[src/design/sbsh_pkg.sv]
// shared types, constants and round functions of the sha-256 byte stream hasher
package sbsh_pkg;

    localparam int unsigned WORD_W  = 32;
    localparam int unsigned HASH_W  = 256;
    localparam int unsigned BLOCK_W = 512;

    localparam logic [5:0] LAST_BYTE  = 6'd63;
    localparam logic [5:0] LEN_START  = 6'd56;
    localparam logic [5:0] LAST_ROUND = 6'd63;
    localparam logic [2:0] LAST_IDX   = 3'd7;
    localparam logic [7:0] PAD_BYTE   = 8'h80;
    localparam logic [63:0] BITS_PER_BYTE = 64'd8;

    localparam logic KIND_DATA   = 1'b0;
    localparam logic KIND_FINISH = 1'b1;

    localparam logic [HASH_W-1:0] HASH_IV = {
        32'h6a09e667, 32'hbb67ae85, 32'h3c6ef372, 32'ha54ff53a,
        32'h510e527f, 32'h9b05688c, 32'h1f83d9ab, 32'h5be0cd19
    };

    typedef enum logic [4:0] {
        ST_IDLE   = 5'b00001,
        ST_PAD    = 5'b00010,
        ST_ROUND  = 5'b00100,
        ST_UPDATE = 5'b01000,
        ST_EMIT   = 5'b10000
    } state_t;

    typedef struct packed {
        logic       byte_en;
        logic [7:0] byte_val;
        logic       word_en;
    } sched_ctrl_t;

    typedef struct packed {
        logic load;
        logic step;
    } round_ctrl_t;

    function automatic logic [31:0] rotr(input logic [31:0] x, input int unsigned n);
        rotr = (x >> n) | (x << (32 - n));
    endfunction

    function automatic logic [31:0] ssig0(input logic [31:0] x);
        ssig0 = rotr(x, 7) ^ rotr(x, 18) ^ (x >> 3);
    endfunction

    function automatic logic [31:0] ssig1(input logic [31:0] x);
        ssig1 = rotr(x, 17) ^ rotr(x, 19) ^ (x >> 10);
    endfunction

    function automatic logic [31:0] bsig0(input logic [31:0] x);
        bsig0 = rotr(x, 2) ^ rotr(x, 13) ^ rotr(x, 22);
    endfunction

    function automatic logic [31:0] bsig1(input logic [31:0] x);
        bsig1 = rotr(x, 6) ^ rotr(x, 11) ^ rotr(x, 25);
    endfunction

    function automatic logic [31:0] round_k(input logic [5:0] t);
        unique case (t)
            6'd0:  round_k = 32'h428a2f98;
            6'd1:  round_k = 32'h71374491;
            6'd2:  round_k = 32'hb5c0fbcf;
            6'd3:  round_k = 32'he9b5dba5;
            6'd4:  round_k = 32'h3956c25b;
            6'd5:  round_k = 32'h59f111f1;
            6'd6:  round_k = 32'h923f82a4;
            6'd7:  round_k = 32'hab1c5ed5;
            6'd8:  round_k = 32'hd807aa98;
            6'd9:  round_k = 32'h12835b01;
            6'd10: round_k = 32'h243185be;
            6'd11: round_k = 32'h550c7dc3;
            6'd12: round_k = 32'h72be5d74;
            6'd13: round_k = 32'h80deb1fe;
            6'd14: round_k = 32'h9bdc06a7;
            6'd15: round_k = 32'hc19bf174;
            6'd16: round_k = 32'he49b69c1;
            6'd17: round_k = 32'hefbe4786;
            6'd18: round_k = 32'h0fc19dc6;
            6'd19: round_k = 32'h240ca1cc;
            6'd20: round_k = 32'h2de92c6f;
            6'd21: round_k = 32'h4a7484aa;
            6'd22: round_k = 32'h5cb0a9dc;
            6'd23: round_k = 32'h76f988da;
            6'd24: round_k = 32'h983e5152;
            6'd25: round_k = 32'ha831c66d;
            6'd26: round_k = 32'hb00327c8;
            6'd27: round_k = 32'hbf597fc7;
            6'd28: round_k = 32'hc6e00bf3;
            6'd29: round_k = 32'hd5a79147;
            6'd30: round_k = 32'h06ca6351;
            6'd31: round_k = 32'h14292967;
            6'd32: round_k = 32'h27b70a85;
            6'd33: round_k = 32'h2e1b2138;
            6'd34: round_k = 32'h4d2c6dfc;
            6'd35: round_k = 32'h53380d13;
            6'd36: round_k = 32'h650a7354;
            6'd37: round_k = 32'h766a0abb;
            6'd38: round_k = 32'h81c2c92e;
            6'd39: round_k = 32'h92722c85;
            6'd40: round_k = 32'ha2bfe8a1;
            6'd41: round_k = 32'ha81a664b;
            6'd42: round_k = 32'hc24b8b70;
            6'd43: round_k = 32'hc76c51a3;
            6'd44: round_k = 32'hd192e819;
            6'd45: round_k = 32'hd6990624;
            6'd46: round_k = 32'hf40e3585;
            6'd47: round_k = 32'h106aa070;
            6'd48: round_k = 32'h19a4c116;
            6'd49: round_k = 32'h1e376c08;
            6'd50: round_k = 32'h2748774c;
            6'd51: round_k = 32'h34b0bcb5;
            6'd52: round_k = 32'h391c0cb3;
            6'd53: round_k = 32'h4ed8aa4a;
            6'd54: round_k = 32'h5b9cca4f;
            6'd55: round_k = 32'h682e6ff3;
            6'd56: round_k = 32'h748f82ee;
            6'd57: round_k = 32'h78a5636f;
            6'd58: round_k = 32'h84c87814;
            6'd59: round_k = 32'h8cc70208;
            6'd60: round_k = 32'h90befffa;
            6'd61: round_k = 32'ha4506ceb;
            6'd62: round_k = 32'hbef9a3f7;
            6'd63: round_k = 32'hc67178f2;
        endcase
    endfunction

endpackage

[src/design/sbsh_sched.sv]
// block buffer and message schedule window of the sha-256 hasher
module sbsh_sched
    import sbsh_pkg::*;
(
    input  logic        aclk,
    input  sched_ctrl_t ctrl,
    output logic [31:0] w_out
);

    logic [BLOCK_W-1:0] window_reg;
    logic [BLOCK_W-1:0] window_next;
    logic [31:0]        w_new;

    // word t of the window sits at bits [511-32t -: 32]
    assign w_out = window_reg[511:480];
    assign w_new = ssig1(window_reg[63:32]) + window_reg[223:192]
                 + ssig0(window_reg[479:448]) + window_reg[511:480];

    always_comb begin
        priority if (ctrl.byte_en) begin
            window_next = {window_reg[BLOCK_W-9:0], ctrl.byte_val};
        end else if (ctrl.word_en) begin
            window_next = {window_reg[BLOCK_W-33:0], w_new};
        end else begin
            window_next = window_reg;
        end
    end

    always_ff @(posedge aclk) begin
        window_reg <= window_next;
    end

endmodule

[src/design/sbsh_round.sv]
// working variables and one-round compression unit of the sha-256 hasher
module sbsh_round
    import sbsh_pkg::*;
(
    input  logic              aclk,
    input  round_ctrl_t       ctrl,
    input  logic [HASH_W-1:0] hash_in,
    input  logic [31:0]       w_in,
    input  logic [31:0]       k_in,
    output logic [HASH_W-1:0] state_out
);

    logic [HASH_W-1:0] v_reg;
    logic [HASH_W-1:0] v_next;
    logic [31:0] a, b, c, d, e, f, g, h;
    logic [31:0] t1, t2;

    assign {a, b, c, d, e, f, g, h} = v_reg;
    assign state_out = v_reg;

    assign t1 = h + bsig1(e) + ((e & f) ^ (~e & g)) + k_in + w_in;
    assign t2 = bsig0(a) + ((a & b) ^ (a & c) ^ (b & c));

    always_comb begin
        priority if (ctrl.load) begin
            v_next = hash_in;
        end else if (ctrl.step) begin
            v_next = {t1 + t2, a, b, c, d + t1, e, f, g};
        end else begin
            v_next = v_reg;
        end
    end

    always_ff @(posedge aclk) begin
        v_reg <= v_next;
    end

endmodule

[src/design/sha256_byte_stream_hasher_top.sv]
// top level of the sha-256 byte stream hasher: sequencer, chaining value and digest output
//
// input channel s_*: one word per message byte (s_tuser low) or a finish word
// (s_tuser high, s_tdata ignored); s_tready is high only while the block idles
// an absorbed byte shifts into the buffer; every 64th byte starts a compression of
// 64 rounds through the single round unit and then an update state that folds the
// result into the chaining value
// a finish writes the padding and the 64-bit length one byte a cycle, paused while
// a compression runs, with one or two compressions before the first digest word shows
// output channel m_*: eight digest words, index in m_tuser, m_tlast on the
// eighth; each word holds on the port until taken, and a stalled receiver
// simply holds the block in its output phase; no input is taken meanwhile
// after the eighth word the chaining value returns to the initial hash words
// reset (aresetn low, synchronous) loads the initial hash words, clears the
// byte count and bit length and leaves the block idle; the buffer needs none
module sha256_byte_stream_hasher_top
    import sbsh_pkg::*;
(
    input  logic        aclk,
    input  logic        aresetn,
    input  logic        s_tvalid,
    output logic        s_tready,
    input  logic [7:0]  s_tdata,   // data_byte
    input  logic        s_tuser,   // kind
    output logic        m_tvalid,
    input  logic        m_tready,
    output logic [31:0] m_tdata,   // digest_word
    output logic [2:0]  m_tuser,   // word_index
    output logic        m_tlast    // last_word
);

    state_t            state_reg, state_next;
    logic [5:0]        fill_reg, fill_next;
    logic [63:0]       bitlen_reg, bitlen_next;
    logic [HASH_W-1:0] hash_reg, hash_next;
    logic [5:0]        round_reg, round_next;
    logic              pad_mode_reg, pad_mode_next;
    logic              pad_first_reg, pad_first_next;
    logic              len_phase_reg, len_phase_next;
    logic [2:0]        idx_reg, idx_next;

    sched_ctrl_t       sctrl;
    round_ctrl_t       rctrl;
    logic [31:0]       w_cur;
    logic [HASH_W-1:0] v_state;
    logic [31:0]       out_word;

    sbsh_sched u_sched (
        .aclk  (aclk),
        .ctrl  (sctrl),
        .w_out (w_cur)
    );

    sbsh_round u_round (
        .aclk      (aclk),
        .ctrl      (rctrl),
        .hash_in   (hash_reg),
        .w_in      (w_cur),
        .k_in      (round_k(round_reg)),
        .state_out (v_state)
    );

    always_comb begin
        unique case (idx_reg)
            3'd0: out_word = hash_reg[255:224];
            3'd1: out_word = hash_reg[223:192];
            3'd2: out_word = hash_reg[191:160];
            3'd3: out_word = hash_reg[159:128];
            3'd4: out_word = hash_reg[127:96];
            3'd5: out_word = hash_reg[95:64];
            3'd6: out_word = hash_reg[63:32];
            3'd7: out_word = hash_reg[31:0];
        endcase
    end

    assign s_tready = (state_reg == ST_IDLE);
    assign m_tvalid = (state_reg == ST_EMIT);
    assign m_tdata  = out_word;
    assign m_tuser  = idx_reg;
    assign m_tlast  = (idx_reg == LAST_IDX);

    always_comb begin
        state_next     = state_reg;
        fill_next      = fill_reg;
        bitlen_next    = bitlen_reg;
        hash_next      = hash_reg;
        round_next     = round_reg;
        pad_mode_next  = pad_mode_reg;
        pad_first_next = pad_first_reg;
        len_phase_next = len_phase_reg;
        idx_next       = idx_reg;
        sctrl.byte_en  = 1'b0;
        sctrl.byte_val = s_tdata;
        sctrl.word_en  = 1'b0;
        rctrl.load     = 1'b0;
        rctrl.step     = 1'b0;

        unique case (state_reg)
            ST_IDLE: begin
                if (s_tvalid) begin
                    if (s_tuser == KIND_DATA) begin
                        sctrl.byte_en = 1'b1;
                        bitlen_next   = bitlen_reg + BITS_PER_BYTE;
                    end else begin
                        pad_mode_next  = 1'b1;
                        pad_first_next = 1'b1;
                        state_next     = ST_PAD;
                    end
                end
            end
            ST_PAD: begin
                sctrl.byte_en = 1'b1;
                priority if (pad_first_reg) begin
                    sctrl.byte_val = PAD_BYTE;
                    pad_first_next = 1'b0;
                end else if (len_phase_reg || fill_reg == LEN_START) begin
                    sctrl.byte_val = bitlen_reg[63:56];
                    bitlen_next    = {bitlen_reg[55:0], 8'h00};
                    len_phase_next = 1'b1;
                end else begin
                    sctrl.byte_val = 8'h00;
                end
            end
            ST_ROUND: begin
                rctrl.step    = 1'b1;
                sctrl.word_en = 1'b1;
                round_next    = round_reg + 6'd1;
                if (round_reg == LAST_ROUND) begin
                    state_next = ST_UPDATE;
                end
            end
            ST_UPDATE: begin
                for (int i = 0; i < 8; i++) begin
                    hash_next[32*i +: 32] = hash_reg[32*i +: 32] + v_state[32*i +: 32];
                end
                priority if (pad_mode_reg && len_phase_reg) begin
                    idx_next   = 3'd0;
                    state_next = ST_EMIT;
                end else if (pad_mode_reg) begin
                    state_next = ST_PAD;
                end else begin
                    state_next = ST_IDLE;
                end
            end
            ST_EMIT: begin
                if (m_tready) begin
                    if (idx_reg == LAST_IDX) begin
                        hash_next      = HASH_IV;
                        pad_mode_next  = 1'b0;
                        len_phase_next = 1'b0;
                        idx_next       = 3'd0;
                        state_next     = ST_IDLE;
                    end else begin
                        idx_next = idx_reg + 3'd1;
                    end
                end
            end
            default: begin
                state_next = ST_IDLE;
            end
        endcase

        // a full buffer hands over to the round unit
        if (sctrl.byte_en) begin
            fill_next = fill_reg + 6'd1;
            if (fill_reg == LAST_BYTE) begin
                rctrl.load = 1'b1;
                round_next = 6'd0;
                state_next = ST_ROUND;
            end
        end
    end

    always_ff @(posedge aclk) begin
        if (!aresetn) begin
            state_reg     <= ST_IDLE;
            fill_reg      <= 6'd0;
            bitlen_reg    <= 64'd0;
            hash_reg      <= HASH_IV;
            round_reg     <= 6'd0;
            pad_mode_reg  <= 1'b0;
            pad_first_reg <= 1'b0;
            len_phase_reg <= 1'b0;
            idx_reg       <= 3'd0;
        end else begin
            state_reg     <= state_next;
            fill_reg      <= fill_next;
            bitlen_reg    <= bitlen_next;
            hash_reg      <= hash_next;
            round_reg     <= round_next;
            pad_mode_reg  <= pad_mode_next;
            pad_first_reg <= pad_first_next;
            len_phase_reg <= len_phase_next;
            idx_reg       <= idx_next;
        end
    end

endmodule

[config.mk]
export PLATFORM = sky130hd
export DESIGN_NAME = sha256_byte_stream_hasher_top
export DESIGN_NICKNAME = d
export VERILOG_FILES = /design/src/design/sbsh_pkg.sv /design/src/design/sbsh_sched.sv /design/src/design/sbsh_round.sv /design/src/design/sha256_byte_stream_hasher_top.sv
export SDC_FILE = /design/constraint.sdc
export NUM_CORES = 2
export LEC_CHECK = 0
export BUFFER_PORTS_ARGS = -buffer_cell sky130_fd_sc_hd__buf_2
export CORE_ASPECT_RATIO = 0.7
export CORE_MARGIN = 1
export CORE_UTILIZATION = 65
export DETAILED_ROUTE_END_ITERATION = 10
export PLACE_DENSITY = 0.88
export SLEW_MARGIN = 25
export SYNTH_ARGS = -nofsm -noshare
export SYNTH_HDL_FRONTEND = slang
export SYNTH_SLANG_ARGS = --single-unit
[constraint.sdc]
create_clock -name aclk -period 22.6 [get_ports aclk]
set_input_delay 4.52 -clock aclk [delete_from_list [all_inputs] [get_ports aclk]]
set_output_delay 4.52 -clock aclk [all_outputs]
set_load 0.01 [all_outputs]
==> summary.txt <==
STA
  – # setup viols final: 0
  – Tightest Pin Transition: 1160 ps
  – Tmin final: slightly above 9000 ps
  – Fmax: 0.109 GHz
  – RSZ-0062 raised after global routing: no
  – Fin. Hold Viols: 0
  – Final worst slack: around 13000 ps
  – Clock skew: 30.6 ps
  – Part of the cycle the worst path needs: 0.406
  – Slew Limit Fails: 0
  – Max_slew headroom: 0.216
  – Setup TNS: 0 ps

Pwr
  – Clk pwr share: 0.277
  – LEAKAGE: 33.2 nW
  – Net Sw Frac: 0.368
  – Max VDD drop: approximately 0.000077 V
  – PD cells: between 80 and 90 mW/mm2
  – Seq pwr share: 0.364
  – Int Pwr: between 4 and 5 mW
  – Total power: between 7 and 8 mW
  – Switching pwr: between 2 and 3 mW
  – Combinational share of power: 0.359

Logic synthesis
  – Synth Register Bits: 1140
  – Synthesized net count: approximately 9400
  – Count of different cell masters after synthesis: between 100 and 150
  – EDFF count, synth: around 770
  – Post-synth ARST share: 0
  – Mapped Area: between 0.07 and 0.08 mm2
  – Post-synthesis sequential area ratio: 0.401
  – Cells after Synth: ~8800
  – Main flop type after synthesis: edfxtp_1
  – Syn. warnings: 0
  – Avg Inst Size Synth: between 8 and 9 um2

Finish
  – Commonest non-fill, non-tap cell in the layout: nand2_1
  – Most frequent cells in the layout: nand2_1 (2531), edfxtp_1 (768), a21oi_1 (532)
  – Area occupied by multi-input gates: approximately 0.043 mm2
  – FILL cells: roughly 9000
  – Sequential Area: roughly 0.031 mm2
  – Area delta synth->final: 6.62%
  – Final instance area: 0.0811 mm2
  – Layout cells sized above 1: 0.0573
  – # nets final: roughly 9000
  – Largest register FFs: around 500

Setup path
  – Crit path from: u_round.state_out[123]
  – FF-to-FF Start: u_round.state_out[123]
  – Worst Reg-to-Reg Cells: 29
  – Worst setup SP type: register
  – Worst Path Required: about 23000 ps
  – CP Capture Type: register
  – CP max stage cell: o31ai_2
  – Worst path most repeated cell: a21oi_1
  – Critical path destination: u_round.state_out[255]
  – R2R Setup Slk: 13430 ps
  – Crit Path Category: reg2reg
  – Slowest Stage Delay on Critical Path: roughly 740 ps
  – WP data arrival: ~9700 ps
  – Worst Path Max Fanout: 6
  – Reg2reg end: u_round.state_out[255]

Drt
  – Via count: ~68000
  – Vias per cell: between 6 and 7
  – Routed Antenna Nets: 0
  – DRC violations left: 0
  – Iteration-0 DRC count of the detailed router: 11600
  – Routed wire length: roughly 260000 um
  – 1st-pass router iterations: 8
  – Routed length per instance: 26.0 um

Floorplanning
  – Die Y: ~290 um
  – Top-Level Pins: 51
  – Die ar.: about 0.12 mm2
  – Core area: 0.116 mm2
  – Die Wd: 411 um
  – Std cell rows: approximately 100
  – Starting Density: 0.658

Worst hold path
  – HP Class: reg2reg

Clock network
  – Root buffer cell: clkbuf_16
  – Clk sink count: 1140
  – # Post-CTS Setup Buffers: 0
  – Clock Path Buffers: 3
  – CTS tree: yes
  – PostCTS Resize Cnt: 0
  – Total CTS buffers: 112
  – H-tree depth: 3
  – CTS Hold Bufs: 0
  – Clock Latency Late Sink: 780 ps
  – Clock-pin transition on the worst setup and hold timing paths: approximately 60 ps

GRT
  – Initial antenna violation count: 7
  – M1 GR Usage: 0.648
  – Maximum number of pins on one net before global-route repair: between 200 and 300
  – GRT Util Overall: 0.434
  – First-pass GRT wire length: about 390000 um
  – Vias in the first global route: roughly 63000
  – GRT overflow: 0
  – GRT met3 Usage: 0.162
  – Most Crowded Layer GR: met1
  – GR Util met2: 0.573

Placed design
  – PortBufs: 50
  – GPL Wtd Cong: ~1.1
  – DP Wirelength: around 190000 um
  – Pre-CTS WS: ~13000 ps
  – Placed Area: around 0.077 mm2

Run
  – Max cap viols: 0

Outcome
  – Status: completed
==> power groups by stage <==
stage | Sequential, mW | Combinational [mW] | Clock, mW
final | 2.65 | 2.61 | 2.02
after global routing | 2.65 | 2.83 | 2.09
after global placement | 2.68 | 2.44 | 0
after CTS | 2.64 | 2.51 | 2.01
after floorplan | 2.65 | 1.81 | 0
after detailed placement | 2.68 | 2.48 | 0
==> metal layers <==
metal	wire length [um]	vias to the layer above
met5	69	-
met4	9690	12
met3	45000	718
met2	102000	5186
met1	107000	32400
li1	-	30000
==> worst min path at each step <==
stage / from / end / slack [ps] / depth (start not counted)
4_1_cts: bitlen_reg[63] / bitlen_reg[63] / 480 / 2
2_1_floorplan: bitlen_reg[63] / bitlen_reg[63] / 440 / 2
5_1_grt: bitlen_reg[63] / bitlen_reg[63] / 510 / 2
3_3_place_gp: bitlen_reg[63] / bitlen_reg[63] / 460 / 2
3_5_place_dp: bitlen_reg[63] / bitlen_reg[63] / 470 / 2
6_report: bitlen_reg[63] / bitlen_reg[63] / 480 / 2
==> cell usage after synthesis (19+ instances only) <==
| library cell | instances | share of area |
|---|---|---|
| nand2_1 | 2538 | 0.13 |
| edfxtp_1 | 768 | 0.30 |
| a21oi_1 | 532 | 0.035 |
| nor2_1 | 499 | 0.025 |
| clkbuf_1 | 449 | 0.022 |
| o21ai_0 | 446 | 0.029 |
| xnor2_1 | 411 | 0.047 |
| ha_1 | 399 | 0.066 |
| dfxtp_1 | 372 | 0.098 |
| inv_1 | 289 | 0.014 |
| fa_1 | 195 | 0.051 |
| a21o_1 | 176 | 0.017 |
| xor2_1 | 175 | 0.020 |
| nand3_1 | 150 | 0.0099 |
| nor3_1 | 103 | 0.0068 |
| mux2_2 | 84 | 0.012 |
| a211oi_1 | 74 | 0.0073 |
| a31oi_1 | 72 | 0.0059 |
| o21a_1 | 58 | 0.0057 |
| o22ai_1 | 55 | 0.0045 |
| nand2b_1 | 50 | 0.0041 |
| and3_1 | 47 | 0.0039 |
| buf_2 | 43 | 0.0028 |
| nor2b_1 | 43 | 0.0035 |
| o21bai_1 | 41 | 0.0040 |
| o211ai_1 | 40 | 0.0039 |
| a22oi_1 | 37 | 0.0037 |
| a41oi_1 | 37 | 0.0043 |
| o31ai_1 | 35 | 0.0035 |
| nand4_1 | 34 | 0.0028 |
| or3_1 | 34 | 0.0028 |
| a222oi_1 | 32 | 0.0042 |
| mux2i_1 | 31 | 0.0041 |
| maj3_1 | 22 | 0.0029 |
| a211o_1 | 21 | 0.0024 |
| and2_1 | 21 | 0.0017 |
| a221oi_1 | 20 | 0.0023 |
| buf_1 | 19 | 0.00094 |
==> critical path, delay by kind of cell, from the launching register on <==
family,cells,cell delay [ps]
flops,1,620
compound gates,15,3800
buf+inv,2,100
simple gates,2,180
fa+ha+maj,6,2650
xor+xnor,4,1510
==> cell type report <==
cell class | count | area share
Timing Repair Buffer | 153 | 0.0135
Sequential cell | 1140 | 0.376
Tap cell | 1537 | 0.0237
Clock inverter | 60 | 0.00901
Antenna cell | 3 | 0.0000925
Multi-Input combinational cell | 6822 | 0.525
Clock buffer | 151 | 0.0385
Inverter | 294 | 0.0136
==> cells by family after synthesis <==
logic type | after synthesis | synth area share
AO/OA/AOI/OAI | 1886 | 0.158
XOR/XNOR | 587 | 0.0677
adder cells (fa/ha/maj) | 616 | 0.120
buffers and inverters | 810 | 0.0409
flip-flops | 1140 | 0.401
multiplexers | 115 | 0.0165
AND/OR/NAND/NOR | 3618 | 0.196
==> per-stage QoR <==
step / hold slack (ps) / std cells / util
after floorplan: 443 / 8772 / -
after global placement: 456 / 9946 / 0.669
after detailed placement: 470 / 9946 / 0.669
after CTS: 478 / 10200 / 0.702
after global routing: 514 / 10200 / 0.702
final: 479 / 10200 / 0.702
Power figures use the tool's default switching activity.
